===== config.mk =====
export PLATFORM = sky130hd
export DESIGN_NAME = shared_buffer_multi_queue
export DESIGN_NICKNAME = d
export VERILOG_FILES = /design/src/rtl/smq_pkg.sv /design/src/rtl/shared_buffer_multi_queue.sv /design/src/rtl/smq_ram.sv /design/src/rtl/smq_qtab.sv /design/src/rtl/smq_seq.sv
export SDC_FILE = /design/constraint.sdc
export NUM_CORES = 2
export LEC_CHECK = 0
export BUFFER_PORTS_ARGS = -buffer_cell sky130_fd_sc_hd__clkbuf_2
export CAP_MARGIN = 20
export CORE_MARGIN = 8
export CORE_UTILIZATION = 45
export CTS_CLUSTER_SIZE = 16
export DETAILED_ROUTE_END_ITERATION = 6
export PLACE_DENSITY = 0.62
export SYNTH_ARGS = -nofsm -noshare
export SYNTH_HDL_FRONTEND = slang
export SYNTH_HIERARCHICAL = 1
export SYNTH_SLANG_ARGS = --single-unit
export TNS_END_PERCENT = 30

===== constraint.sdc =====
create_clock -name clk -period 5.6 [get_ports clk]
set_clock_uncertainty 0.1 [all_clocks]
set_input_delay 0.28 -clock clk [delete_from_list [all_inputs] [get_ports clk]]
set_output_delay 0.28 -clock clk [all_outputs]
set_load 0.03 [all_outputs]

===== src/rtl/smq_pkg.sv =====
// ----------------------------------------------------------------------------
// smq_pkg: shared definitions for the shared-buffer multi-queue
// Default sizes, field widths, status and operation codes, sequencer states
// and the memory control group.
// ----------------------------------------------------------------------------
package smq_pkg;

	// default sizes
	localparam int SLOTS_DEF  = 64;
	localparam int QUEUES_DEF = 8;

	// fixed field widths
	localparam int DATA_W   = 32;
	localparam int QID_W    = 3;
	localparam int STATUS_W = 2;

	// result status codes
	typedef enum logic [STATUS_W-1:0] {
		ST_OK    = 2'd0,
		ST_FULL  = 2'd1,
		ST_EMPTY = 2'd2
	} status_t;

	// operation codes
	typedef enum logic {
		OP_ENQ = 1'b0,
		OP_DEQ = 1'b1
	} op_t;

	// sequencer states
	typedef enum logic [1:0] {
		S_IDLE,
		S_LOOKUP,
		S_LINK,
		S_DEQ
	} state_t;

	// memory port control
	typedef struct packed {
		logic re;
		logic we;
	} mem_ctl_t;

endpackage


===== src/rtl/shared_buffer_multi_queue.sv =====
// ----------------------------------------------------------------------------
// shared_buffer_multi_queue: several FIFO queues in one shared slot store
// Queues are chained through a next-slot link store; unused slots sit on a
// free list. Status reports full on enqueue and empty on dequeue.
// ----------------------------------------------------------------------------
// result: registered out of the lookup state for full, empty and enqueue into
//   an empty queue, out of the link state for enqueue behind a tail and out
//   of the dequeue state for dequeue. flow: one item at a time, taken in idle;
//   a pending result lets one more item in, which then waits
// reset: all queues empty, every slot free; a fill mark stands in for the
//   initial link chain, so no clearing pass is needed
module shared_buffer_multi_queue #(
	parameter int SLOTS  = smq_pkg::SLOTS_DEF,
	parameter int QUEUES = smq_pkg::QUEUES_DEF
) (
	input  logic                              clk,
	input  logic                              arst_n,
	input  logic                              in_valid,
	output logic                              in_ready,
	input  logic                              op,
	input  logic [smq_pkg::QID_W-1:0]         queue_id,
	input  logic signed [smq_pkg::DATA_W-1:0] value,
	output logic                              out_valid,
	input  logic                              out_ready,
	output logic [smq_pkg::STATUS_W-1:0]      status,
	output logic signed [smq_pkg::DATA_W-1:0] data_out
);

	localparam int PW = $clog2(SLOTS + 1);
	localparam int AW = $clog2(SLOTS);
	localparam int QW = (QUEUES > 1) ? $clog2(QUEUES) : 1;

	smq_pkg::mem_ctl_t qt_ctl, link_ctl, data_ctl;
	logic [QW-1:0] qt_rd_addr, qt_wr_addr;
	logic [PW-1:0] qt_head_wr, qt_tail_wr, qt_head_rd, qt_tail_rd;
	logic [AW-1:0] link_rd_addr, link_wr_addr, data_rd_addr, data_wr_addr;
	logic [PW-1:0] link_wr_data, link_rd_data;
	logic [smq_pkg::DATA_W-1:0] data_wr_data, data_rd_data;

	// sequencer
	smq_seq #(.SLOTS(SLOTS), .QUEUES(QUEUES)) u_seq (
		.clk          (clk),
		.arst_n       (arst_n),
		.in_valid     (in_valid),
		.in_ready     (in_ready),
		.op           (op),
		.queue_id     (queue_id),
		.value        (value),
		.out_valid    (out_valid),
		.out_ready    (out_ready),
		.status       (status),
		.data_out     (data_out),
		.qt_ctl       (qt_ctl),
		.qt_rd_addr   (qt_rd_addr),
		.qt_wr_addr   (qt_wr_addr),
		.qt_head_wr   (qt_head_wr),
		.qt_tail_wr   (qt_tail_wr),
		.qt_head_rd   (qt_head_rd),
		.qt_tail_rd   (qt_tail_rd),
		.link_ctl     (link_ctl),
		.link_rd_addr (link_rd_addr),
		.link_wr_addr (link_wr_addr),
		.link_wr_data (link_wr_data),
		.link_rd_data (link_rd_data),
		.data_ctl     (data_ctl),
		.data_rd_addr (data_rd_addr),
		.data_wr_addr (data_wr_addr),
		.data_wr_data (data_wr_data),
		.data_rd_data (data_rd_data)
	);

	// head and tail pointers per queue
	smq_qtab #(.SLOTS(SLOTS), .QUEUES(QUEUES)) u_qtab (
		.clk     (clk),
		.arst_n  (arst_n),
		.ctl     (qt_ctl),
		.rd_addr (qt_rd_addr),
		.wr_addr (qt_wr_addr),
		.head_wr (qt_head_wr),
		.tail_wr (qt_tail_wr),
		.head_rd (qt_head_rd),
		.tail_rd (qt_tail_rd)
	);

	// next-slot links
	smq_ram #(.W(PW), .DEPTH(SLOTS)) u_link (
		.clk     (clk),
		.ctl     (link_ctl),
		.rd_addr (link_rd_addr),
		.wr_addr (link_wr_addr),
		.wr_data (link_wr_data),
		.rd_data (link_rd_data)
	);

	// slot data words
	smq_ram #(.W(smq_pkg::DATA_W), .DEPTH(SLOTS)) u_data (
		.clk     (clk),
		.ctl     (data_ctl),
		.rd_addr (data_rd_addr),
		.wr_addr (data_wr_addr),
		.wr_data (data_wr_data),
		.rd_data (data_rd_data)
	);

endmodule


===== src/rtl/smq_ram.sv =====
// ----------------------------------------------------------------------------
// smq_ram: one write port, one read port memory
// Synchronous write, registered read with read enable.
// ----------------------------------------------------------------------------
module smq_ram #(
	parameter int W     = smq_pkg::DATA_W,
	parameter int DEPTH = smq_pkg::SLOTS_DEF,
	localparam int AW   = (DEPTH > 1) ? $clog2(DEPTH) : 1
) (
	input  logic             clk,
	input  smq_pkg::mem_ctl_t ctl,
	input  logic [AW-1:0]    rd_addr,
	input  logic [AW-1:0]    wr_addr,
	input  logic [W-1:0]     wr_data,
	output logic [W-1:0]     rd_data
);

	logic [W-1:0] mem [DEPTH];
	logic [W-1:0] rd_data_q;

	// write port
	always_ff @(posedge clk) begin
		if (ctl.we) begin
			mem[wr_addr] <= wr_data;
		end
	end

	// registered read port
	always_ff @(posedge clk) begin
		if (ctl.re) begin
			rd_data_q <= mem[rd_addr];
		end
	end

	assign rd_data = rd_data_q;

endmodule


===== src/rtl/smq_qtab.sv =====
// ----------------------------------------------------------------------------
// smq_qtab: per-queue head and tail pointer table
// Memory of head/tail pairs with one valid flag per queue; a queue never
// written reads back as null head and null tail.
// ----------------------------------------------------------------------------
module smq_qtab #(
	parameter int SLOTS  = smq_pkg::SLOTS_DEF,
	parameter int QUEUES = smq_pkg::QUEUES_DEF,
	localparam int PW    = $clog2(SLOTS + 1),
	localparam int QW    = (QUEUES > 1) ? $clog2(QUEUES) : 1
) (
	input  logic              clk,
	input  logic              arst_n,
	input  smq_pkg::mem_ctl_t ctl,
	input  logic [QW-1:0]     rd_addr,
	input  logic [QW-1:0]     wr_addr,
	input  logic [PW-1:0]     head_wr,
	input  logic [PW-1:0]     tail_wr,
	output logic [PW-1:0]     head_rd,
	output logic [PW-1:0]     tail_rd
);

	logic [2*PW-1:0] mem [QUEUES];
	logic [QUEUES-1:0] valid_q;
	logic [2*PW-1:0] rd_word_q;
	logic rd_vld_q;

	// valid flags, cleared by reset
	always_ff @(posedge clk or negedge arst_n) begin
		if (!arst_n) begin
			valid_q <= '0;
		end else if (ctl.we) begin
			valid_q[wr_addr] <= 1'b1;
		end
	end

	// pointer storage and registered read
	always_ff @(posedge clk) begin
		if (ctl.we) begin
			mem[wr_addr] <= {head_wr, tail_wr};
		end
		if (ctl.re) begin
			rd_word_q <= mem[rd_addr];
			rd_vld_q  <= valid_q[rd_addr];
		end
	end

	// unwritten entries read as null
	assign head_rd = rd_vld_q ? rd_word_q[2*PW-1:PW] : PW'(SLOTS);
	assign tail_rd = rd_vld_q ? rd_word_q[PW-1:0]    : PW'(SLOTS);

endmodule


===== src/rtl/smq_seq.sv =====
// ----------------------------------------------------------------------------
// smq_seq: operation sequencer
// Steps one enqueue or dequeue through pointer lookup, link updates and
// result load; owns the free-list head, the fill counter and the result
// register.
// ----------------------------------------------------------------------------
module smq_seq #(
	parameter int SLOTS  = smq_pkg::SLOTS_DEF,
	parameter int QUEUES = smq_pkg::QUEUES_DEF,
	localparam int PW    = $clog2(SLOTS + 1),
	localparam int AW    = $clog2(SLOTS),
	localparam int QW    = (QUEUES > 1) ? $clog2(QUEUES) : 1
) (
	input  logic                              clk,
	input  logic                              arst_n,
	// item input
	input  logic                              in_valid,
	output logic                              in_ready,
	input  logic                              op,
	input  logic [smq_pkg::QID_W-1:0]         queue_id,
	input  logic signed [smq_pkg::DATA_W-1:0] value,
	// result output
	output logic                              out_valid,
	input  logic                              out_ready,
	output logic [smq_pkg::STATUS_W-1:0]      status,
	output logic signed [smq_pkg::DATA_W-1:0] data_out,
	// queue table
	output smq_pkg::mem_ctl_t                 qt_ctl,
	output logic [QW-1:0]                     qt_rd_addr,
	output logic [QW-1:0]                     qt_wr_addr,
	output logic [PW-1:0]                     qt_head_wr,
	output logic [PW-1:0]                     qt_tail_wr,
	input  logic [PW-1:0]                     qt_head_rd,
	input  logic [PW-1:0]                     qt_tail_rd,
	// link store
	output smq_pkg::mem_ctl_t                 link_ctl,
	output logic [AW-1:0]                     link_rd_addr,
	output logic [AW-1:0]                     link_wr_addr,
	output logic [PW-1:0]                     link_wr_data,
	input  logic [PW-1:0]                     link_rd_data,
	// data store
	output smq_pkg::mem_ctl_t                 data_ctl,
	output logic [AW-1:0]                     data_rd_addr,
	output logic [AW-1:0]                     data_wr_addr,
	output logic [smq_pkg::DATA_W-1:0]        data_wr_data,
	input  logic [smq_pkg::DATA_W-1:0]        data_rd_data
);

	localparam int QMAP_N = 2 ** smq_pkg::QID_W;
	localparam logic [PW-1:0] NIL = PW'(SLOTS);

	smq_pkg::state_t state_q, state_d;
	smq_pkg::op_t    op_q;
	logic [QW-1:0]   q_q;
	logic [smq_pkg::DATA_W-1:0] val_q;
	logic [PW-1:0]   free_head_q;
	logic [PW-1:0]   fill_q;
	logic [PW-1:0]   slot_q;
	logic            out_valid_q;
	smq_pkg::status_t status_q;
	logic [smq_pkg::DATA_W-1:0] data_q;

	logic [QW-1:0]   qmap [QMAP_N];
	logic            head_ok, tail_ok, fh_ok, touched, out_free;
	logic [PW-1:0]   next_free;
	logic            accept, load_out, take_slot, give_slot;
	smq_pkg::status_t res_status;
	logic [smq_pkg::DATA_W-1:0] res_data;

	// queue number wrap table
	for (genvar i = 0; i < QMAP_N; i++) begin : g_qmap
		assign qmap[i] = QW'(i % QUEUES);
	end

	// pointer checks
	assign head_ok   = qt_head_rd < NIL;
	assign tail_ok   = qt_tail_rd < NIL;
	assign fh_ok     = free_head_q < NIL;
	assign touched   = free_head_q < fill_q;
	assign out_free  = !out_valid_q || out_ready;
	// slots past the fill mark still chain in order
	assign next_free = touched ? link_rd_data : free_head_q + PW'(1);

	// fixed address routing
	assign qt_rd_addr   = qmap[queue_id];
	assign qt_wr_addr   = q_q;
	assign data_rd_addr = qt_head_rd[AW-1:0];
	assign data_wr_addr = free_head_q[AW-1:0];
	assign data_wr_data = val_q;

	// state register
	always_ff @(posedge clk or negedge arst_n) begin
		if (!arst_n) begin
			state_q <= smq_pkg::S_IDLE;
		end else begin
			state_q <= state_d;
		end
	end

	// next state and memory control
	always_comb begin
		state_d      = state_q;
		in_ready     = 1'b0;
		accept       = 1'b0;
		load_out     = 1'b0;
		take_slot    = 1'b0;
		give_slot    = 1'b0;
		res_status   = smq_pkg::ST_OK;
		res_data     = '0;
		qt_ctl       = '0;
		qt_head_wr   = qt_head_rd;
		qt_tail_wr   = qt_tail_rd;
		link_ctl     = '0;
		link_rd_addr = free_head_q[AW-1:0];
		link_wr_addr = free_head_q[AW-1:0];
		link_wr_data = NIL;
		data_ctl     = '0;
		case (state_q)
			smq_pkg::S_IDLE: begin
				in_ready    = 1'b1;
				qt_ctl.re   = 1'b1;
				link_ctl.re = 1'b1;
				if (in_valid) begin
					accept  = 1'b1;
					state_d = smq_pkg::S_LOOKUP;
				end
			end
			smq_pkg::S_LOOKUP: begin
				if (op_q == smq_pkg::OP_ENQ) begin
					if (!fh_ok) begin
						res_status = smq_pkg::ST_FULL;
						if (out_free) begin
							load_out = 1'b1;
							state_d  = smq_pkg::S_IDLE;
						end
					end else if (head_ok && tail_ok) begin
						// append behind a live tail: link it in the link state
						take_slot = 1'b1;
						state_d   = smq_pkg::S_LINK;
					end else if (out_free) begin
						take_slot = 1'b1;
						load_out  = 1'b1;
						state_d   = smq_pkg::S_IDLE;
					end
					if (take_slot) begin
						link_ctl.we = 1'b1;
						data_ctl.we = 1'b1;
						qt_ctl.we   = 1'b1;
						qt_head_wr  = head_ok ? qt_head_rd : free_head_q;
						qt_tail_wr  = free_head_q;
					end
				end else begin
					if (!head_ok) begin
						res_status = smq_pkg::ST_EMPTY;
						if (out_free) begin
							load_out = 1'b1;
							state_d  = smq_pkg::S_IDLE;
						end
					end else begin
						link_ctl.re  = 1'b1;
						data_ctl.re  = 1'b1;
						link_rd_addr = qt_head_rd[AW-1:0];
						state_d      = smq_pkg::S_DEQ;
					end
				end
			end
			smq_pkg::S_LINK: begin
				link_wr_addr = qt_tail_rd[AW-1:0];
				link_wr_data = slot_q;
				if (out_free) begin
					link_ctl.we = 1'b1;
					load_out    = 1'b1;
					state_d     = smq_pkg::S_IDLE;
				end
			end
			smq_pkg::S_DEQ: begin
				res_data     = data_rd_data;
				link_wr_addr = qt_head_rd[AW-1:0];
				link_wr_data = free_head_q;
				qt_head_wr   = link_rd_data;
				if (out_free) begin
					link_ctl.we = 1'b1;
					qt_ctl.we   = 1'b1;
					give_slot   = 1'b1;
					load_out    = 1'b1;
					state_d     = smq_pkg::S_IDLE;
				end
			end
			default: begin
				state_d = smq_pkg::S_IDLE;
			end
		endcase
	end

	// free list head and fill mark
	always_ff @(posedge clk or negedge arst_n) begin
		if (!arst_n) begin
			free_head_q <= '0;
			fill_q      <= '0;
		end else if (take_slot) begin
			free_head_q <= next_free;
			if (free_head_q == fill_q) begin
				fill_q <= fill_q + PW'(1);
			end
		end else if (give_slot) begin
			free_head_q <= qt_head_rd;
		end
	end

	// item capture and allocated slot
	always_ff @(posedge clk) begin
		if (accept) begin
			op_q  <= smq_pkg::op_t'(op);
			q_q   <= qmap[queue_id];
			val_q <= value;
		end
		if (take_slot) begin
			slot_q <= free_head_q;
		end
	end

	// result register
	always_ff @(posedge clk or negedge arst_n) begin
		if (!arst_n) begin
			out_valid_q <= 1'b0;
		end else if (load_out) begin
			out_valid_q <= 1'b1;
		end else if (out_ready) begin
			out_valid_q <= 1'b0;
		end
	end

	always_ff @(posedge clk) begin
		if (load_out) begin
			status_q <= res_status;
			data_q   <= res_data;
		end
	end

	assign out_valid = out_valid_q;
	assign status    = status_q;
	assign data_out  = data_q;

endmodule


==> impl_metrics.json <==
{
  "status": "finished clean",
  "hold_path.class": "in2reg",
  "syn_to_final_growth_pct": 14.3,
  "ys_ff_latch": 2764,
  "clock-sinks": 2764,
  "drive_gt1_frac": 0.275,
  "wl_um": 263000,
  "fmax_ghz": 0.227,
  "via_per_inst": 6.02,
  "h-tree-depth": 5,
  "ir_drop_mv": 0.363,
  "grt_pass1_wl_um": 377000,
  "ios": 76,
  "report.final.hold_viol_count": 0,
  "final_common_cell": "edfxtp_1",
  "cts-root-buf": "clkbuf_16",
  "cp_max_fo": 22,
  "post_cts_buffers": 0,
  "stdcell_area_um2": 122000,
  "worstMarginPinSlew_ns": 1.14,
  "drt-pass1-iter-count": 6,
  "rows": 178,
  "leakage_uw": 0.0377,
  "synth_seq_area_share": 0.779,
  "coreArea_um2": 235000,
  "cp-end-kind": "register",
  "rsz0062_at_grt": "false",
  "drv_slew": 0,
  "power_density_nw_per_um2": 460,
  "period_share": 0.788,
  "required_ns": 6.09,
  "ant_nets": 0,
  "max_slew_margin": 0.236,
  "drt_iter0_drc": 6450,
  "finalWorstPathRequiredPeriod_ns": 4.41,
  "insertion_delay_ns": 0.93,
  "p_total_uw": 56000,
  "dp_hpwl_um": 153000,
  "synth-edff-count": 2739,
  "layout_common_cells": "2739 x edfxtp_1, 658 x mux4_2, 307 x clkbuf_16, 192 x buf_4, 160 x nor2_1",
  "hold_depth": 2,
  "avgSynthCellArea_um2": 22.4,
  "die_area_um2": 252000,
  "crit_type": "reg2reg",
  "worst_hold_slack_ns": 0.0885,
  "cts_tree": "done",
  "syn_area_um2": 106000,
  "ys_warn_count": 6,
  "finalSetupViolCount": 0,
  "tns_ns": 0,
  "grt_usage": 0.206,
  "clk_pin_slew_ns": 0.06,
  "ys_types": 69,
  "start_util": 0.452,
  "start_kind": "register",
  "wire_per_inst_um": 31.0,
  "async_flop_share": 0.00904,
  "syn_inst": 4744,
  "die-width_um": 502,
  "clock_path_buffers": 4,
  "pre_cts_ws_ns": 1.17,
  "grt_pass1_vias": 51600,
  "syn_nets": 4793,
  "ys.flop_type": "edfxtp_1",
  "post_cts_resized": 0,
  "num_vias": 51100,
  "io_buffers": 75,
  "drc": 0,
  "rr_worst_depth": 9,
  "finalWorstSetupSlack_ns": 1.19,
  "numCtsBuffers": 300,
  "grt_max_degree": 111,
  "antenna_found_initial": 17,
  "maxCapViolCount": 0,
  "fin_nets": 5173,
  "arrival_ns": 4.90,
  "gp_congestion": 0.804,
  "dieHeight_um": 502,
  "placed_cell_area_um2": 112000,
  "gr-total-overflow": 0
}
layer usage:
| metal | GRT usage | wire [µm] | vias to the layer above |
|---|---|---|---|
| met4 | 0.0550 | 6800 | 0 |
| li1 | - | - | 20900 |
| met2 | 0.325 | 125000 | 2458 |
| met5 | 0 | 0 | - |
| met3 | 0.0429 | 24300 | 406 |
| met1 | 0.297 | 107000 | 27300 |
worst max-delay path, stage by stage (launching register included):
cell	delay (ns)
edfxtp_1	0.55
nand2b_1	0.13
buf_4	0.21
nor2_2	0.19
o211ai_4	0.24
inv_1	0.17
buf_4	0.30
nand3_1	0.74
nor2_4	1.04
buf_4	0.38
cell type report:
type                            instances  area [µm²]
Antenna cell                            4        10.0
Clock buffer                          373        7940
Clock inverter                        139        1260
Fill cell                           18200      114000
Inverter                               15        56.3
Multi-Input combinational cell       1684       22600
Sequential cell                      2764       82900
Tap cell                             3150        3940
Timing Repair Buffer                  359        2930
per-stage QoR:
step / cells / utilization
floorplan: 4744 / -
global placement: 7898 / 0.475
detailed placement: 7898 / 0.475
CTS: 8484 / 0.517
global route: 8486 / 0.517
finish: 8488 / 0.517
cell families (layout without fill, tap and decap cells):
logic type / Yosys count / in the layout / synth area share
other: 0 / 4 / 0
multiplexers: 844 / 844 / 0.161
AO/OA/AOI/OAI: 330 / 330 / 0.0212
XOR/XNOR: 11 / 11 / 0.000906
AND/OR/NAND/NOR: 490 / 490 / 0.0222
flip-flops: 2764 / 2764 / 0.779
adder cells (fa/ha/maj): 9 / 9 / 0.00106
buffers and inverters: 296 / 886 / 0.0143
synthesized netlist by cell type (15+ instances only):
cell	instances	area, µm²
mux4_2	658	14800
nand3_1	19	95.1
nor3_1	20	100
and3_1	41	257
edfxtp_1	2739	82200
dfrtp_1	25	626
buf_2	83	415
buf_6	16	180
inv_1	15	56.3
clkbuf_1	118	443
a21oi_1	84	420
buf_4	47	353
nor2_1	230	863
nand2_1	68	255
mux2i_1	136	1360
mux4_1	28	736
mux2_2	21	236
nand2b_1	17	106
o22ai_1	101	632
nor2b_1	21	131
and2_1	17	106
a22oi_1	22	165
o221ai_1	36	315
buf_1	16	60.1
registers in the layout, indices dropped and copies added (netlist names):
register / flops
u_link/rd_data: 7
u_data/mem: 2048
u_seq/qt_wr_addr: 3
u_seq/slot_q: 7
u_seq/state_q: 2
u_seq/fill_q: 7
u_qtab/rd_vld_q: 1
u_qtab/mem: 112
u_qtab/rd_word_q: 14
u_qtab/valid_q: 8
u_seq/status: 2
u_seq/out_valid: 1
u_seq/free_head_q: 7
u_seq/data_out: 32
u_data/rd_data: 32
u_seq/op_q: 1
u_link/mem: 448
u_seq/data_wr_data: 32
final timing paths:
kind / slack [ns] / start / end
min in group asynchronous: 0.37 / arst_n / u_qtab/valid_q[4]
setup reg to reg: 1.19 / u_qtab/rd_vld_q / u_data/mem[9][24]
hold / removal: 0.09 / op / u_seq/op_q
hold reg to reg: 0.37 / u_qtab/valid_q[2] / u_qtab/valid_q[2]
setup / recovery: 1.19 / u_qtab/rd_vld_q / u_data/mem[9][24]
max in group asynchronous: 4.83 / arst_n / u_seq/state_q[1]
repair_timing:
action	CTS	global route
endpoints found under the setup margin	0	0
hold buffers	74	0
hold endpoints to repair	72	0
report_power, final:
| group | internal (µW) | switching (µW) |
|---|---|---|
| Sequential | 24100 | 318 |
| Combinational | 4930 | 7900 |
| Clock | 11100 | 7700 |
| Total | 40100 | 15900 |
No activity file was read; power rests on OpenSTA's default activity.
